$ cat src/sv/esc_pkg.sv
`default_nettype none
// ----------------------------------------------------------------------------
// esc_pkg
// Shared types, constants and the floor digit table of the elevator sweep
// controller.
// ----------------------------------------------------------------------------
package esc_pkg;

  // Car geometry
  localparam int unsigned FLOORS     = 4;
  localparam int unsigned FLOOR_W    = 2;
  localparam int unsigned CALL_W     = 4;
  localparam logic [FLOOR_W-1:0] LAST_FLOOR = FLOOR_W'(FLOORS - 1);

  // Field and register widths
  localparam int unsigned TICK_W     = 16;
  localparam int unsigned CAP_W      = 8;
  localparam int unsigned PEOPLE_W   = 8;
  localparam int unsigned SEG_W      = 7;
  localparam int unsigned IN_DATA_W  = 8;
  localparam int unsigned OUT_DATA_W = 24;
  localparam int unsigned CFG_ADDR_W = 2;

  // Register reset values
  localparam logic [TICK_W-1:0] MOTOR_TICKS_RST = 16'd100;
  localparam logic [TICK_W-1:0] DOOR_TICKS_RST  = 16'd600;
  localparam logic [CAP_W-1:0]  CAPACITY_RST    = 8'd4;

  // Configuration register indexes
  localparam logic [CFG_ADDR_W-1:0] CFG_MOTOR_TICKS = 2'd0;
  localparam logic [CFG_ADDR_W-1:0] CFG_DOOR_TICKS  = 2'd1;
  localparam logic [CFG_ADDR_W-1:0] CFG_CAPACITY    = 2'd2;

  // Input word kinds
  typedef enum logic [1:0] {
    ACT_TICK     = 2'd0,
    ACT_CALL     = 2'd1,
    ACT_SENSOR_A = 2'd2,
    ACT_SENSOR_B = 2'd3
  } action_t;

  // Car phase
  typedef enum logic [1:0] {
    PH_START = 2'd0,
    PH_MOVE  = 2'd1,
    PH_DOOR  = 2'd2
  } phase_t;

  // Sequencer states
  typedef enum logic [1:0] {
    ST_IDLE = 2'd0,
    ST_SCAN = 2'd1,
    ST_EMIT = 2'd2
  } fsm_t;

  // Seven-segment pattern of a floor digit
  function automatic logic [SEG_W-1:0] seg_pattern(input logic [FLOOR_W-1:0] f);
    logic [SEG_W-1:0] p;
    unique case (f)
      2'd0: p = 7'd63;
      2'd1: p = 7'd6;
      2'd2: p = 7'd91;
      2'd3: p = 7'd79;
      default: p = 7'd63;
    endcase
    return p;
  endfunction

endpackage
`default_nettype wire

$ cat src/sv/elevator_sweep_controller_top.sv
`default_nettype none
// ----------------------------------------------------------------------------
// elevator_sweep_controller_top
// Flow: calls, sensor pulses and non-scanning ticks pass ST_EMIT on the way
// to the output register; a tick that starts a sweep scan first runs ST_SCAN,
// one floor index checked per cycle by the shared compare unit (at most 8).
// Throughput: one word at a time; the next word is taken the cycle after the
// result is loaded into the output register.
// Reset: synchronous, active low; car state, calls, counters and
// configuration return to their reset values.
// ----------------------------------------------------------------------------
module elevator_sweep_controller_top
  import esc_pkg::*;
(
  input  wire logic                  clk,
  input  wire logic                  rst_n,
  // in_tdata: action [1:0], floor [3:2], zero [7:4]
  input  wire logic                  in_tvalid,
  output logic                       in_tready,
  input  wire logic [IN_DATA_W-1:0]  in_tdata,
  // out_tdata: motor_up [0], motor_down [1], door_wait [2], floor_now [4:3],
  //            segments [11:5], people [19:12], overload [20], zero [23:21]
  output logic                       out_tvalid,
  input  wire logic                  out_tready,
  output logic [OUT_DATA_W-1:0]      out_tdata,
  input  wire logic                  cfg_we,
  input  wire logic [CFG_ADDR_W-1:0] cfg_addr,
  input  wire logic [TICK_W-1:0]     cfg_wdata
);

  fsm_t                fsm_r, fsm_nxt;
  phase_t              phase_r, phase_nxt;
  logic [FLOOR_W-1:0]  car_floor_r, car_floor_nxt;
  logic [CALL_W-1:0]   call_marks_r, call_marks_nxt;
  logic                sweeping_down_r, sweeping_down_nxt;
  logic [FLOOR_W-1:0]  target_r, target_nxt;
  logic [TICK_W-1:0]   wait_count_r, wait_count_nxt;
  logic [PEOPLE_W-1:0] occupancy_r, occupancy_nxt;
  logic                pending_a_r, pending_a_nxt;
  logic                pending_b_r, pending_b_nxt;
  logic                overloaded_r, overloaded_nxt;
  logic [FLOOR_W-1:0]  scan_idx_r, scan_idx_nxt;
  logic                scan_down_r, scan_down_nxt;
  logic [TICK_W-1:0]   motor_ticks_r, door_ticks_r;
  logic [CAP_W-1:0]    capacity_r;
  logic                out_valid_r, out_valid_nxt;
  logic [OUT_DATA_W-1:0] out_data_r;

  logic                in_acc;
  action_t             in_action;
  logic [FLOOR_W-1:0]  in_floor;
  logic [TICK_W-1:0]   wc_inc;
  logic [FLOOR_W-1:0]  step_floor;
  logic                do_after;
  logic                go_scan;
  logic                scan_done;
  logic                scan_called;
  logic                hit_up;
  logic                hit_dn;
  logic                out_load;

  assign in_action = action_t'(in_tdata[1:0]);
  assign in_floor  = in_tdata[3:2];
  assign in_acc    = in_tvalid & in_tready;

  // Shared scan compare unit: one floor index against the car per cycle
  assign scan_called = call_marks_r[scan_idx_r];
  assign hit_up      = scan_called & (scan_idx_r > car_floor_r);
  assign hit_dn      = scan_called & (scan_idx_r < car_floor_r);

  // Car, call and occupancy updates
  always_comb begin
    phase_nxt         = phase_r;
    car_floor_nxt     = car_floor_r;
    call_marks_nxt    = call_marks_r;
    sweeping_down_nxt = sweeping_down_r;
    target_nxt        = target_r;
    wait_count_nxt    = wait_count_r;
    occupancy_nxt     = occupancy_r;
    pending_a_nxt     = pending_a_r;
    pending_b_nxt     = pending_b_r;
    overloaded_nxt    = overloaded_r;
    scan_idx_nxt      = scan_idx_r;
    scan_down_nxt     = scan_down_r;
    wc_inc            = wait_count_r + TICK_W'(1);
    step_floor        = car_floor_r;
    do_after          = 1'b0;
    go_scan           = 1'b0;
    scan_done         = 1'b0;
    unique case (fsm_r)
      ST_IDLE: begin
        if (in_acc) begin
          unique case (in_action)
            ACT_TICK: begin
              unique case (phase_r)
                PH_MOVE: begin
                  if (wc_inc < motor_ticks_r) begin
                    wait_count_nxt = wc_inc;
                  end else begin
                    wait_count_nxt = '0;
                    if (sweeping_down_r) begin
                      if (car_floor_r != '0) step_floor = car_floor_r - FLOOR_W'(1);
                    end else if (car_floor_r < LAST_FLOOR) begin
                      step_floor = car_floor_r + FLOOR_W'(1);
                    end
                    car_floor_nxt = step_floor;
                    if (call_marks_r[step_floor]) begin
                      phase_nxt = PH_DOOR;
                    end else if (step_floor == target_r) begin
                      do_after = 1'b1;
                    end
                  end
                end
                PH_DOOR: begin
                  if (wc_inc < door_ticks_r) begin
                    wait_count_nxt = wc_inc;
                  end else begin
                    wait_count_nxt = '0;
                    call_marks_nxt = call_marks_r & ~(CALL_W'(1) << car_floor_r);
                    if (car_floor_r == target_r) begin
                      do_after = 1'b1;
                    end else begin
                      phase_nxt = PH_MOVE;
                    end
                  end
                end
                default: begin
                  // Loop start: sweep up from the bottom unless overloaded
                  if (!overloaded_r) begin
                    go_scan       = 1'b1;
                    scan_idx_nxt  = '0;
                    scan_down_nxt = 1'b0;
                  end
                end
              endcase
            end
            ACT_CALL: begin
              if ({1'b0, in_floor} < (FLOOR_W + 1)'(FLOORS)) begin
                call_marks_nxt = call_marks_r | (CALL_W'(1) << in_floor);
              end
            end
            ACT_SENSOR_A: begin
              if (pending_b_r) begin
                if (occupancy_r != '0) occupancy_nxt = occupancy_r - PEOPLE_W'(1);
                pending_b_nxt = 1'b0;
              end else begin
                pending_a_nxt = 1'b1;
              end
              if (occupancy_nxt <= capacity_r) overloaded_nxt = 1'b0;
            end
            ACT_SENSOR_B: begin
              if (pending_a_r) begin
                if (occupancy_r != '1) occupancy_nxt = occupancy_r + PEOPLE_W'(1);
                pending_a_nxt = 1'b0;
              end else begin
                pending_b_nxt = 1'b1;
              end
              if (occupancy_nxt > capacity_r) overloaded_nxt = 1'b1;
            end
            default: ;
          endcase
          // Target reached: continue the sweep from the next index; a down sweep ending at 0 stops
          if (do_after) begin
            if (!sweeping_down_r) begin
              go_scan = 1'b1;
              if (target_r == LAST_FLOOR) begin
                scan_idx_nxt  = LAST_FLOOR;
                scan_down_nxt = 1'b1;
              end else begin
                scan_idx_nxt  = target_r + FLOOR_W'(1);
                scan_down_nxt = 1'b0;
              end
            end else if (target_r == '0) begin
              phase_nxt         = PH_START;
              sweeping_down_nxt = 1'b0;
              target_nxt        = '0;
            end else begin
              go_scan       = 1'b1;
              scan_idx_nxt  = target_r - FLOOR_W'(1);
              scan_down_nxt = 1'b1;
            end
          end
        end
      end
      ST_SCAN: begin
        if (!scan_down_r) begin
          if (hit_up) begin
            phase_nxt         = PH_MOVE;
            target_nxt        = scan_idx_r;
            sweeping_down_nxt = 1'b0;
            wait_count_nxt    = '0;
            scan_done         = 1'b1;
          end else if (scan_idx_r == LAST_FLOOR) begin
            scan_down_nxt = 1'b1;
          end else begin
            scan_idx_nxt = scan_idx_r + FLOOR_W'(1);
          end
        end else begin
          if (hit_dn) begin
            phase_nxt         = PH_MOVE;
            target_nxt        = scan_idx_r;
            sweeping_down_nxt = 1'b1;
            wait_count_nxt    = '0;
            scan_done         = 1'b1;
          end else if (scan_idx_r == '0) begin
            phase_nxt         = PH_START;
            sweeping_down_nxt = 1'b0;
            target_nxt        = '0;
            scan_done         = 1'b1;
          end else begin
            scan_idx_nxt = scan_idx_r - FLOOR_W'(1);
          end
        end
      end
      default: ;
    endcase
  end

  // Sequencer next state
  always_comb begin
    fsm_nxt = fsm_r;
    unique case (fsm_r)
      ST_IDLE: if (in_acc) fsm_nxt = go_scan ? ST_SCAN : ST_EMIT;
      ST_SCAN: if (scan_done) fsm_nxt = ST_EMIT;
      ST_EMIT: if (out_load) fsm_nxt = ST_IDLE;
      default: fsm_nxt = ST_IDLE;
    endcase
  end

  // Handshake outputs and output register load
  always_comb begin
    in_tready     = (fsm_r == ST_IDLE);
    out_load      = (fsm_r == ST_EMIT) && (!out_valid_r || out_tready);
    out_valid_nxt = out_load || (out_valid_r && !out_tready);
  end

  assign out_tvalid = out_valid_r;
  assign out_tdata  = out_data_r;

  // State, configuration and output registers
  always_ff @(posedge clk) begin
    if (!rst_n) begin
      fsm_r           <= ST_IDLE;
      phase_r         <= PH_START;
      car_floor_r     <= '0;
      call_marks_r    <= '0;
      sweeping_down_r <= 1'b0;
      target_r        <= '0;
      wait_count_r    <= '0;
      occupancy_r     <= '0;
      pending_a_r     <= 1'b0;
      pending_b_r     <= 1'b0;
      overloaded_r    <= 1'b0;
      scan_idx_r      <= '0;
      scan_down_r     <= 1'b0;
      motor_ticks_r   <= MOTOR_TICKS_RST;
      door_ticks_r    <= DOOR_TICKS_RST;
      capacity_r      <= CAPACITY_RST;
      out_valid_r     <= 1'b0;
    end else begin
      fsm_r           <= fsm_nxt;
      phase_r         <= phase_nxt;
      car_floor_r     <= car_floor_nxt;
      call_marks_r    <= call_marks_nxt;
      sweeping_down_r <= sweeping_down_nxt;
      target_r        <= target_nxt;
      wait_count_r    <= wait_count_nxt;
      occupancy_r     <= occupancy_nxt;
      pending_a_r     <= pending_a_nxt;
      pending_b_r     <= pending_b_nxt;
      overloaded_r    <= overloaded_nxt;
      scan_idx_r      <= scan_idx_nxt;
      scan_down_r     <= scan_down_nxt;
      out_valid_r     <= out_valid_nxt;
      if (cfg_we) begin
        unique case (cfg_addr)
          CFG_MOTOR_TICKS: motor_ticks_r <= cfg_wdata;
          CFG_DOOR_TICKS:  door_ticks_r  <= cfg_wdata;
          CFG_CAPACITY:    capacity_r    <= cfg_wdata[CAP_W-1:0];
          default: ;
        endcase
      end
    end
  end

  // Capture the result word
  always_ff @(posedge clk) begin
    if (out_load) begin
      out_data_r <= {3'b000,
                     overloaded_r,
                     occupancy_r,
                     seg_pattern(car_floor_r),
                     car_floor_r,
                     (phase_r == PH_DOOR),
                     (phase_r == PH_MOVE) && sweeping_down_r,
                     (phase_r == PH_MOVE) && !sweeping_down_r};
    end
  end

  // Car never leaves the shaft
  a_floor_range: assert property (@(posedge clk) disable iff (!rst_n)
    car_floor_r <= LAST_FLOOR)
    else $error("car floor beyond top floor");

  // Door wait only at a floor whose call is still pending; the served call
  // is already cleared while the scan for the next target runs
  a_door_call: assert property (@(posedge clk) disable iff (!rst_n)
    ((phase_r == PH_DOOR) && (fsm_r != ST_SCAN)) |-> call_marks_r[car_floor_r])
    else $error("door wait without pending call");

  // An accepted word always goes on to scanning or emitting
  a_accept_flow: assert property (@(posedge clk) disable iff (!rst_n)
    in_acc |=> (fsm_r == ST_SCAN || fsm_r == ST_EMIT))
    else $error("accepted word not processed");

endmodule
`default_nettype wire

$ cat config.mk
export PLATFORM = sky130hd
export DESIGN_NAME = elevator_sweep_controller_top
export DESIGN_NICKNAME = d
export VERILOG_FILES = /design/src/sv/esc_pkg.sv /design/src/sv/elevator_sweep_controller_top.sv
export SDC_FILE = /design/constraint.sdc
export NUM_CORES = 1
export LEC_CHECK = 0
export BUFFER_PORTS_ARGS = -buffer_cell sky130_fd_sc_hd__buf_4
export CAP_MARGIN = 20
export CORE_MARGIN = 4
export CORE_UTILIZATION = 54
export CTS_CLUSTER_SIZE = 30
export DETAILED_ROUTE_END_ITERATION = 7
export GPL_TIMING_DRIVEN = 0
export PLACE_DENSITY = 0.77
export REMOVE_ABC_BUFFERS = 1
export SLEW_MARGIN = 20
export SYNTH_ARGS = -nofsm -noshare
export SYNTH_HDL_FRONTEND = slang
export SYNTH_SLANG_ARGS = --single-unit
$ cat constraint.sdc
create_clock -name clk -period 3.3 [get_ports clk]
set_input_delay 0.165 -clock clk [delete_from_list [all_inputs] [get_ports clk]]
set_output_delay 0.165 -clock clk [all_outputs]
set_load 0.05 [all_outputs]
==> qor_table.md, run 1 <==
| Step | Metric | Value |
|:---|:---|:---|
| timing | Final hold viol count | 0 |
| synthesis | Largest area contributor in the synthesized netlist | dfxtp_1 |
| drt | Routed WL per cell | 18.2 um |
| die | Cell row count | 38 |
| timing | Max Fclk | 0.282 GHz |
| worst setup path | Critical-path cell list | buf_4, nand3_4, or2_2, xnor2_1, ha_1, nand3_1, a21boi_0, a311oi_4, o31ai_4, o41ai_4, clkbuf_16, nand3_2, a31oi_1 |
| global route | Wire length of the first global-routing pass | 25200 um |
| synthesis | Share of async-settable or async-resettable flops after synthesis | 0% |
| job | Number of max-cap violations | 0 |
| synthesis | Synthesized netlist cell count | 765 |
| timing | Transition time of the tightest slew-check pin | 0.825 ns |
| worst setup path | Critical Path Sink Type | register |
| worst setup path | Critical Path Source Type | register |
| cts | Number of levels the H-tree was split into | 3 |
| synthesis | Share of Yosys cell area claimed by the top area cell type | 27.0% |
| cts | Num CTS Buffers | 9 |
| timing | Final worst clock skew | 0.0135 ns |
| drt | Initial DRT Pass Iterations | 5 |
| cts | Clock tree from TritonCTS | done |
| die | Die outline height | 115 um |
| drt | Antenna Nets Post-Route | 0 |
| cells and area | Fin util | 69.8% |
| global route | Pin count of the biggest net entering global routing | 45 |
| cts | Root buf cell | clkbuf_16 |
| drt | Total Wirelength | 17500 um |
| placed design | Post-placement setup slack | -0.750 ns |
| timing | Setup repair after global routing missed its margin | true |
| cells and area | Multi-input gate area in the final layout | 4080 um^2 |
| synthesis | Yosys cell types | 70 |
| cells and area | Fraction of final layout cells with drive strength greater than 1 | 23.8% |
| die | Area of the die | 13300 um^2 |
| worst setup path | Data required, critical path | 3.58 ns |
| worst setup path | Maximum cell stage delay along the critical path | 0.45 ns |
| worst setup path | Critical path class | reg -> reg |
| drt | Count of routing violations after the opening detailed-route iteration | 469 |
| die | Horizontal die dimension | 115 um |
| drt | Vias per inst | 6.08 |
| cts | CTS sink count | 103 |
| worst setup path | Max FO, Critical Path | 8 |
| worst setup path | Library cell contributing the largest single delay on the critical path | a311oi_4 |
| global route | Antenna violations before repair | 0 |
| synthesis | EDFF count, synth | 19 |
| cts | Source-to-sink clock delay at the later pin of the worst-skew pair | 0.36 ns |
| die | Starting utilization of the core area | 56.3% |
| worst setup path | Critical path buffers and inverters | 2 |
| synthesis | Largest cells by area after synthesis | dfxtp_1, ha_1, edfxtp_1, nand2_1, a21oi_1 |
| pwr | LEAKAGE | 3.04 nW |
| synthesis | Avg Cell Area, Syn | 8.15 um^2 |
| synthesis | Flip-flop and latch count after synthesis | 103 |
| placed design | Instance count after placement with tap cells included | 912 |
| synthesis | Top cells by instance count after synthesis | nand2_1, dfxtp_1, nor2_1 |
| cells and area | Net count reported at finish | 901 |
| timing | Final critical-path required period | 3.54 ns |
| placed design | Routability Congestion | 0.937 |
| synthesis | Share of synthesized area occupied by flip-flops and latches | 36.1% |
| cells and area | Number of cells in the finished layout apart from fillers | 961 |
| outcome | Failing checks | negative setup slack |
| worst setup path | Data arrival time of the critical path | 3.82 ns |
| pwr | Worst supply voltage drop on vdd | 270 uV |
| synthesis | Netlist area before placement | 6230 um^2 |
| cells and area | Number of fillers in the final layout | 810 |
| worst setup path | Timing startpoint of the critical path | wait_count_r[0]$_SDFFE_PN0P_ |
| timing | Setup ws final | -0.240 ns |
| global route | Global route total overflow | 0 |
| synthesis | Warnings, synthesis | 0 |
| outcome | Result of the run | complete, but fails checks |
| pwr | PD cells | 369 nW/um^2 |
| placed design | # port buffers | 48 |
| drt | DR DRC count | 0 |
| worst hold path | Hold WC Path Type | in -> reg |
| placed design | Sum of net half-perimeters after detailed placement | 11000 um |
| worst setup path | Reg-to-reg slack, setup | -0.24 ns |
| worst hold path | Source of the worst hold timing path | cfg_wdata[1] |
| die | Area of the core | 11100 um^2 |
| cells and area | Count of inserted antenna diode cells | 0 |
| timing | Final setup fails | 24 |
| cts | Clock transition at the registers of the reported paths | 0.07 ns |
| cells and area | Post-synthesis to final-layout area growth | 24.0% |
| timing | Crit share post-route | 107% |
| timing | Number of pins exceeding their max-slew limit in the final report | 0 |
| timing | Max-slew headroom | 45.0% |
| die | I/O pins | 57 |
| global route | Number of global-route vias before repair | 5518 |
| synthesis | Most frequently used cell type in the post-synthesis netlist | nand2_1 |
| synthesis | Flip-flop cell with the highest count after synthesis | dfxtp_1 |
| worst setup path | Kind of cell adding the most delay to the critical path | compound AO/OA/AOI/OAI gates |
| global route | Total global routing track utilization | 23.2% |
| worst setup path | Critical register-to-register path startpoint | wait_count_r[0]$_SDFFE_PN0P_ |
| cts | Deepest clock path buffer count | 2 |
| drt | Total vias in the final route | 5846 |
| cells and area | Storage element area | 2280 um^2 |
-- registers in the layout, indices dropped and copies added, names as in the netlist --
name and count:
car_floor_r 2, overloaded_r 1, phase_r 2, capacity_r 8, sweeping_down_r 1, fsm_r 2
door_ticks_r 16, out_tdata 19, pending_a_r 1, target_r 2, pending_b_r 1, wait_count_r 16
call_marks_r 4, scan_idx_r 2, motor_ticks_r 16, occupancy_r 8, scan_down_r 1, out_tvalid 1
-- layout make-up --
type	instances	area share (%)
inverters	56	2.72
well taps	140	2.27
clock buffers	9	2.91
clock inverters	7	0.631
flip-flops and latches	103	29.5
repair buffers	84	9.13
multi-input cells	562	52.8
-- worst min-delay path: stages --
cell,delay [ns]
buf_4,0.09
mux2i_1,0.05
nor2_1,0.07
-- report_power, final --
| group | total [mW] | internal (mW) | switching [mW] |
|---|---|---|---|
| combinational | 0.484 | 0.185 | 0.299 |
| sequential | 1.36 | 1.32 | 0.0426 |
| clock | 1.01 | 0.512 | 0.498 |
-- repair_timing --
item	CTS	global route
pin swaps	15	31
cloned	0	2
buffers inserted	14	18
hold buffers	0	0
setup endpoints to repair	30	30
gates resized for setup	31	71
-- placed cells by master, fill, tap and decap left out, types with 16 or more instances in the layout --
| cell type | n |
|---|---|
| a21oi_1 | 63 |
| buf_4 | 76 |
| dfxtp_1 | 74 |
| edfxtp_1 | 19 |
| ha_1 | 44 |
| inv_1 | 54 |
| nand2_1 | 112 |
| nand3_1 | 16 |
| nor2_1 | 63 |
| nor3_1 | 16 |
| o21ai_0 | 23 |
-- metrics by stage --
| stage | instance area, um^2 | hold slack [ns] | power [mW] | TNS (ns) |
|---|---|---|---|---|
| 4_1_cts | 7160 | 0.0657 | 2.81 | -0.00464 |
| 3_5_place_dp | 6620 | 0.420 | 1.82 | -16.54 |
| 5_1_grt | 7730 | 0.0617 | 2.97 | -7.28 |
| 6_report | 7730 | 0.0613 | 2.85 | -2.89 |
| 2_1_floorplan | 6040 | 0.227 | 1.67 | -0.328 |
| 3_3_place_gp | 6570 | 0.413 | 1.79 | -15.21 |
-- metal layers --
metal | share of wire (%) | GRT usage (%) | wire (um)
met1 | 40 | 28.7 | 6980
met2 | 50 | 40.5 | 8760
met3 | 6.0 | 3.92 | 1050
met4 | 4.0 | 9.00 | 697
met5 | 0 | 0 | 0
-- worst paths after layout --
kind / end / cells past startpoint
worst min register to register: door_ticks_r[10]$_SDFFE_PN0P_ / 2
worst min-delay path: capacity_r[1]$_SDFFE_PN0P_ / 3
worst max-delay path: wait_count_r[11]$_SDFFE_PN0P_ / 13
worst max register to register: wait_count_r[11]$_SDFFE_PN0P_ / 13
-- cell families after synthesis --
family | after synthesis | synth area share [%]
simple gates | 285 | 21.1
other cells | 2 | 0.120
xor+xnor | 23 | 3.23
fa+ha+maj | 54 | 10.8
flops | 103 | 36.1
compound gates | 181 | 19.2
buf+inv | 102 | 6.66
mux | 15 | 2.65
Power figures use the tool's default switching activity.
==> run 2, diff against run 1 <==
--- a/config.mk
+++ b/config.mk
@@ -8,11 +8,11 @@
 export BUFFER_PORTS_ARGS = -buffer_cell sky130_fd_sc_hd__buf_4
 export CAP_MARGIN = 20
 export CORE_MARGIN = 4
-export CORE_UTILIZATION = 54
+export CORE_UTILIZATION = 55
 export CTS_CLUSTER_SIZE = 30
 export DETAILED_ROUTE_END_ITERATION = 7
 export GPL_TIMING_DRIVEN = 0
-export PLACE_DENSITY = 0.77
+export PLACE_DENSITY = 0.76
 export REMOVE_ABC_BUFFERS = 1
 export SLEW_MARGIN = 20
 export SYNTH_ARGS = -nofsm -noshare
==> constraint.sdc (replaced) <==
create_clock -name clk -period 4.3 [get_ports clk]
set_input_delay 0.215 -clock clk [delete_from_list [all_inputs] [get_ports clk]]
set_output_delay 0.215 -clock clk [all_outputs]
set_load 0.05 [all_outputs]
==> qor_table.md, run 2 (synthesis gave the netlist of run 1 again) <==
| Step | Metric | Value | vs previous |
|:---|:---|:---|:---|
| worst setup path | Critical-path cell list | nand3_1, nor4_1, and3_1, nor2b_1, or2_2, ha_1, nand4_1, nor4_1, a32oi_1, nand2_1, a22oi_4, a2111o_1, o31ai_1 |  |
| outcome | Result of the run | completed |  |
| worst setup path | Max FO, Critical Path | 10 | +2 |
| timing | Setup ws final | 0.307 ns | +0.547 ns |
| timing | Final hold viol count | 0 | unchanged |
| drt | Routed WL per cell | 15.6 um | -14% |
| cells and area | Count of inserted antenna diode cells | 0 | unchanged |
| pwr | LEAKAGE | 2.77 nW | -8.7% |
| cts | Num CTS Buffers | 9 | unchanged |
| placed design | Routability Congestion | 0.911 | -2.8% |
| cells and area | Storage element area | 2250 um^2 | -1.3% |
| pwr | PD cells | 309 nW/um^2 | -16% |
| worst setup path | Library cell contributing the largest single delay on the critical path | nor4_1 |  |
| global route | Total global routing track utilization | 22.4% | -0.87 points |
| global route | Global route total overflow | 0 | unchanged |
| global route | Met3 usage in global routing | 3.28% | -0.64 points |
| cells and area | Fin util | 63.0% | -6.7 points |
| worst setup path | Data required, critical path | 4.55 ns | +0.97 ns |
| cts | CTS sink count | 103 | unchanged |
| worst setup path | Critical Path Sink Type | register |  |
| timing | Number of pins exceeding their max-slew limit in the final report | 0 | unchanged |
| timing | Setup TNS Final | 0 ns | +2.89 ns |
| timing | Setup repair after global routing missed its margin | false |  |
| cells and area | Net count reported at finish | 871 | -3.3% |
| global route | Number of global-route vias before repair | 5197 | -5.8% |
| worst setup path | Critical Path Source Type | register |  |
| die | Area of the die | 13100 um^2 | -1.7% |
| global route | Met1 GRT Util | 29.2% | +0.46 points |
| worst setup path | Crit-path most repeated cell | nor4_1 |  |
| die | Horizontal die dimension | 114 um | -0.85% |
| cells and area | Flip-flop count of the largest register, all copies and words added | 19 | unchanged |
| placed design | # port buffers | 48 | unchanged |
| global route | Wire length of the first global-routing pass | 24100 um | -4.3% |
| global route | Antenna violations before repair | 0 | unchanged |
| timing | Final critical-path required period | 3.99 ns | +0.453 ns |
| pwr | Worst supply voltage drop on vdd | 169 uV | -37% |
| cts | Clock transition at the registers of the reported paths | 0.07 ns | about the same |
| cells and area | Fraction of final layout cells with drive strength greater than 1 | 11.9% | -12 points |
| global route | Pin count of the biggest net entering global routing | 44 | -2.2% |
| cells and area | Number of fillers in the final layout | 957 | +18% |
| drt | Vias per inst | 5.83 | -4.1% |
| die | Cell row count | 38 | unchanged |
| worst setup path | Critical path class | reg -> reg |  |
| drt | Antenna Nets Post-Route | 0 | unchanged |
| timing | Final worst clock skew | 0.00517 ns | -0.00831 ns |
| cts | Source-to-sink clock delay at the later pin of the worst-skew pair | 0.35 ns | about the same |
| timing | Max-slew headroom | 47.7% | +2.7 points |
| cells and area | Most common cell after layout, fill and taps aside | nand2_1 |  |
| drt | Count of routing violations after the opening detailed-route iteration | 344 | -27% |
| cts | Clock tree from TritonCTS | done |  |
| die | Die outline height | 114 um | -0.85% |
| cells and area | Most frequent cells in the layout | nand2_1, dfxtp_1, nor2_1, a21oi_1 |  |
| drt | Total Wirelength | 14500 um | -17% |
| job | Number of max-cap violations | 0 | unchanged |
| drt | Initial DRT Pass Iterations | 5 | unchanged |
| timing | Max Fclk | 0.250 GHz | -11% |
| timing | Crit share post-route | 92.9% | -14 points |
| worst setup path | Data arrival time of the critical path | 4.25 ns | +0.43 ns |
| worst setup path | Maximum cell stage delay along the critical path | 0.56 ns | +0.11 ns |
| drt | DR DRC count | 0 | unchanged |
| timing | Transition time of the tightest slew-check pin | 0.784 ns | -0.0411 ns |
| worst hold path | Hold WC Path Type | in -> reg |  |
| die | Area of the core | 11000 um^2 | -0.86% |
| die | I/O pins | 57 | unchanged |
| placed design | Sum of net half-perimeters after detailed placement | 10700 um | -2.7% |
| global route | Top Usage Layer GRT | met2 |  |
| cts | Number of levels the H-tree was split into | 3 | unchanged |
| cells and area | Multi-input gate area in the final layout | 3590 um^2 | -12% |
| die | Starting utilization of the core area | 56.8% | +0.49 points |
| cells and area | Post-synthesis to final-layout area growth | 11.1% |  |
| global route | Met2 layer usage reported by global route | 38.3% | -2.2 points |
| cts | Root buf cell | clkbuf_16 |  |
| placed design | Post-placement setup slack | 0.269 ns | +1.02 ns |
| timing | Final setup fails | 0 | -100% |
| drt | Total vias in the final route | 5432 | -7.1% |
| cts | Deepest clock path buffer count | 2 | unchanged |
## run 2: cell types whose count changed in the layout (fill, tap and decap cells not counted), moves of 10 or more
cell,delta
a22oi_2,-11
a22oi_1,+11
dfxtp_1,+10
ha_4,-10
buf_4,-25
ha_1,+10
## run 2: worst paths after layout
kind / startpoint / endpoint / slack, ns / cells past startpoint
setup / recovery: wait_count_r[0]$_SDFFE_PN0P_ / scan_down_r$_SDFFE_PN0P_ / 0.31 / 13
hold / removal: cfg_wdata[9] / door_ticks_r[9]$_SDFFE_PN1P_ / 0.11 / 3
setup reg to reg: wait_count_r[0]$_SDFFE_PN0P_ / scan_down_r$_SDFFE_PN0P_ / 0.31 / 13
hold reg to reg: door_ticks_r[10]$_SDFFE_PN0P_ / door_ticks_r[10]$_SDFFE_PN0P_ / 0.46 / 2
## run 2: final cells by class
cell class | instances | share of cell area [%]
clock inverters | 6 | 0.542
well taps | 140 | 2.53
clock buffers | 10 | 3.31
repair buffers | 54 | 6.27
multi-input cells | 562 | 51.8
flip-flops and latches | 103 | 32.5
inverters | 56 | 3.04
## run 2: metrics by stage
stage	instance area (um^2)	instances	power, mW	hold WS (ns)
final	6920	931	2.14	0.107
after global routing	6920	931	2.23	0.119
after CTS	6880	928	2.14	0.106
after detailed placement	6620	912	1.40	0.448
after global placement	6570	909	1.38	0.446
after floorplan	6040	721	1.28	0.277
## run 2: timing repair
| action | 4_1_cts | 5_1_grt |
|---|---|---|
| endpoints found under the hold margin | 0 | 0 |
| hold buffers | 0 | 0 |
| buffers inserted | 0 | 3 |
| gates resized for setup | 0 | 1 |
| endpoints found under the setup margin | 0 | 19 |
## run 2: where the power goes
group	leakage [nW]	internal, mW	switching (mW)
Clock	0.126	0.390	0.364
Combinational	1.80	0.128	0.209
Sequential	0.851	1.01	0.0315
## run 2: worst max-delay path: cells and delay by family, from the launching register on
kind | cells | cell delay (ns)
compound gates | 4 | 1.03
simple gates | 8 | 2.11
fa+ha+maj | 1 | 0.31
flops | 1 | 0.45
## run 2: per-layer routing
layer	routed length, um	up-vias	share of wire (%)
met5	0	-	0
met4	267	0	1.8
met3	932	27	6.4
met2	6980	195	48
met1	6320	2503	44
li1	-	2707	-
